[src/rtl/alm_ram.sv]
// Simple dual-port RAM, one write and one registered read per cycle.
// No dependencies.
`default_nettype none

module alm_ram #(
   parameter int WIDTH = 8,
   parameter int DEPTH = 256
) (
   input  wire logic                     clock,
   input  wire logic                     wr_en,
   input  wire logic [$clog2(DEPTH)-1:0] wr_addr,
   input  wire logic [WIDTH-1:0]         wr_data,
   input  wire logic                     rd_en,
   input  wire logic [$clog2(DEPTH)-1:0] rd_addr,
   output      logic [WIDTH-1:0]         rd_data
);

   logic [WIDTH-1:0] mem [DEPTH];
   logic [WIDTH-1:0] rd_data_ff;

   always_ff @(posedge clock) begin
      if (wr_en) begin
         mem[wr_addr] <= wr_data;
      end
      if (rd_en) begin
         rd_data_ff <= mem[rd_addr];
      end
   end

   assign rd_data = rd_data_ff;

endmodule

`default_nettype wire

[config.mk]
export PLATFORM = sky130hd
export DESIGN_NAME = alm_ram
export DESIGN_NICKNAME = d
export VERILOG_FILES = /design/src/rtl/alm_ram.sv
export SDC_FILE = /design/constraint.sdc
export NUM_CORES = 2
export LEC_CHECK = 0
export ABC_AREA = 1
export BUFFER_PORTS_ARGS = -buffer_cell sky130_fd_sc_hd__buf_2
export CORE_MARGIN = 3
export CORE_UTILIZATION = 30
export CTS_BUF_LIST = sky130_fd_sc_hd__clkbuf_4 sky130_fd_sc_hd__clkbuf_8
export CTS_CLUSTER_DIAMETER = 120
export DETAILED_ROUTE_END_ITERATION = 7
export GPL_ROUTABILITY_DRIVEN = 0
export SLEW_MARGIN = 20
export SYNTH_ARGS = -nofsm -noshare
export SYNTH_HDL_FRONTEND = slang
export SYNTH_SLANG_ARGS = --single-unit
[constraint.sdc]
create_clock -name clock -period 1.7 [get_ports clock]
set_input_delay 0.17 -clock clock [delete_from_list [all_inputs] [get_ports clock]]
set_output_delay 0.17 -clock clock [all_outputs]
set_load 0.005 [all_outputs]
==> flow_metrics.tcl <==
set metrics [dict create \
    status "finished, violations left" \
    violations "negative setup slack" \
    h-tree-depth 5 \
    grt_usage 0.170 \
    rsz0062_at_grt "yes" \
    fin_skew_ps 71.7 \
    layout_min_cycle_time_ps 2000 \
    crit_family "flip-flops" \
    fin_crit_sh 1.18 \
    antenna_left 0 \
    routedWlPerCell_um 21.6 \
    die_w_um 534 \
    initial_core_util 0.302 \
    crit_slowest_cell "edfxtp_1" \
    drc 0 \
    cp.required_ps 1530 \
    ys_ff_latch 2056 \
    dr_total_vias 57800 \
    clock_path_buffers 4 \
    maxCapViolations 0 \
    pin_count 35 \
    worst-path-buf-inv 1 \
    startpoint_type "register" \
    ir_drop_mv 0.838 \
    dp.cells 11000 \
    die_height_um 534 \
    grt-ovfl-total 0 \
    final_cells 11600 \
    min_path_type "input port to register" \
    cp.arrival_ps 1830 \
    p_per_area_nw_per_um2 1030 \
    syn2layout_area_growth_pct 21.7 \
    portBuffers 34 \
    tightest_slew_ps 1170 \
    grt_pass1_wl_mm 368 \
    leakage_nw 36.2 \
    cts.reportedPaths.clkPinSlew_ps 60 \
    pre_cts_ws_ps -893 \
    synth_fp_nets 7030 \
    synth_cell_type_count 13 \
    seq_area_frac_synth 0.740 \
    yosys_warnings 0 \
    cts_buffers 345 \
    grt_pass1_vias 56600 \
    drt_iter0_markers 6635 \
    drt_wl_total_mm 250 \
    crit_type "register to output port" \
    timing.fmax_ghz 0.500 \
    slew_headroom 0.220 \
    synth_area_um2 83500 \
    finalSetupViolCount 9 \
    drt_pass1_iterations 8 \
    path_max_fanout 1 \
    antenna_found_initial 14 \
    dieArea_um2 285000 \
    final_hold_viol_count 0 \
    cts.sinks 2056 \
    finalMaxSlewViolations 0 \
    grt_max_degree 98 \
    vias_per_cell 5.00 \
    root_buffer "clkbuf_8" \
    setup_slack_ps -300 \
    drive_above_1_share 0.195 \
    synth_cells 7003 \
    hold_slack_ps 156 \
    placementRows 193 \
    cts_tree "built" \
    slowest_delay_ps 590 \
    syn_avg_cell_area_um2 11.9 \
    worstPathCellList "buf_2" \
    clk_latency_ps 1040 \
    p_total_w 0.104 \
    cp-end-kind "output port" \
    hpwl_mm 155 \
    nNetsFinal 7668 \
    fp.coreArea_um2 277000 \
]
## cells by family (layout without fill, tap and decap cells)
family | after synthesis | after routing | synth area share
and+or+nand+nor | 4425 | 4425 | 0.229
buffers and inverters | 522 | 1383 | 0.0312
other | 0 | 5 | 0
DFF | 2056 | 2056 | 0.740
## metrics by stage
stage	setup TNS, ps	util	instance area, um2
floorplan	0	-	83500
global placement	-7370	0.338	93500
detailed placement	-8890	0.338	93500
CTS	-4290	0.363	100000
global route	-2250	0.367	102000
finish	-1690	0.367	102000
## metal layers
| layer | GRT usage | up-vias | share of wire |
|---|---|---|---|
| met4 | 0.0700 | 2 | 0.040 |
| met3 | 0.0326 | 503 | 0.090 |
| met2 | 0.269 | 2722 | 0.47 |
| met5 | 0 | - | 0.000052 |
| met1 | 0.230 | 28400 | 0.40 |
| li1 | - | 26200 | - |
## Yosys cell counts
| cell type | instances | area, um2 |
|---|---|---|
| buf_4 | 46 | 345 |
| inv_4 | 1 | 6.26 |
| clkbuf_1 | 112 | 420 |
| buf_8 | 1 | 15.0 |
| buf_6 | 16 | 180 |
| edfxtp_1 | 2056 | 61700 |
| inv_1 | 36 | 135 |
| nand3_1 | 2019 | 10100 |
| inv_2 | 2 | 7.51 |
| buf_2 | 268 | 1340 |
| nand2_1 | 2123 | 7970 |
| buf_1 | 40 | 150 |
| nor2_1 | 283 | 1060 |
## power breakdown
part / switching (W) / total, W / internal, W
Sequential: 0.0000670 / 0.0560 / 0.0559
Clock: 0.0191 / 0.0405 / 0.0214
Combinational: 0.00549 / 0.00799 / 0.00250
## flip-flops by register name, indices dropped and copies added, names as in the netlist
name     flops
mem       2048
rd_data      8
## area by class of cell
type / count / area [um2]
Fill cell: 26700 / 175000
Sequential cell: 2056 / 61700
Multi-Input combinational cell: 4425 / 20700
Timing Repair Buffer: 774 / 8140
Clock buffer: 458 / 5620
Tap cell: 3705 / 4640
Clock inverter: 112 / 524
Inverter: 39 / 180
Antenna cell: 5 / 12.5
## placed cells by master (no fill, tap or decap), types with 2 or more instances in the layout
cell type / count
nand3_1: 1754
buf_6: 10
nor2_1: 277
nor2_2: 4
inv_8: 3
clkbuf_16: 2
buf_4: 538
nand3_4: 23
buf_2: 18
edfxtp_1: 2056
clkinvlp_4: 9
nand2_1: 2112
nand2_4: 2
buf_12: 173
buf_8: 11
nor2_4: 2
dlygate4sd3_1: 22
inv_1: 34
clkbuf_4: 109
clkbuf_8: 349
nand2_2: 9
diode_2: 5
clkinv_1: 75
nand3_2: 242
clkinv_2: 25
## path summary, 6_finish.rpt
| kind | from | to | slack, ps | depth (start not counted) |
|---|---|---|---|---|
| min reg2reg | mem[30][7]$_DFFE_PP_ | rd_data[7]$_DFFE_PP_ | 1060 | 10 |
| max reg2reg | mem[39][2]$_DFFE_PP_ | rd_data[2]$_DFFE_PP_ | 0 | 11 |
| max | rd_data[4]$_DFFE_PP_ | rd_data[4] | -300 | 1 |
| min | wr_data[3] | mem[78][3]$_DFFE_PP_ | 160 | 2 |
## what timing repair did
| item | in CTS | in global routing |
|---|---|---|
| setup buffers | 0 | 0 |
| endpoints found under the setup margin | 16 | 279 |
| gates resized for setup | 104 | 220 |
| pin swaps | 12 | 59 |
| cloned | 0 | 2 |
| endpoints found under the hold margin | 2389 | 1 |
| hold buffers | 24 | 1 |
Power figures use the tool's default switching activity.
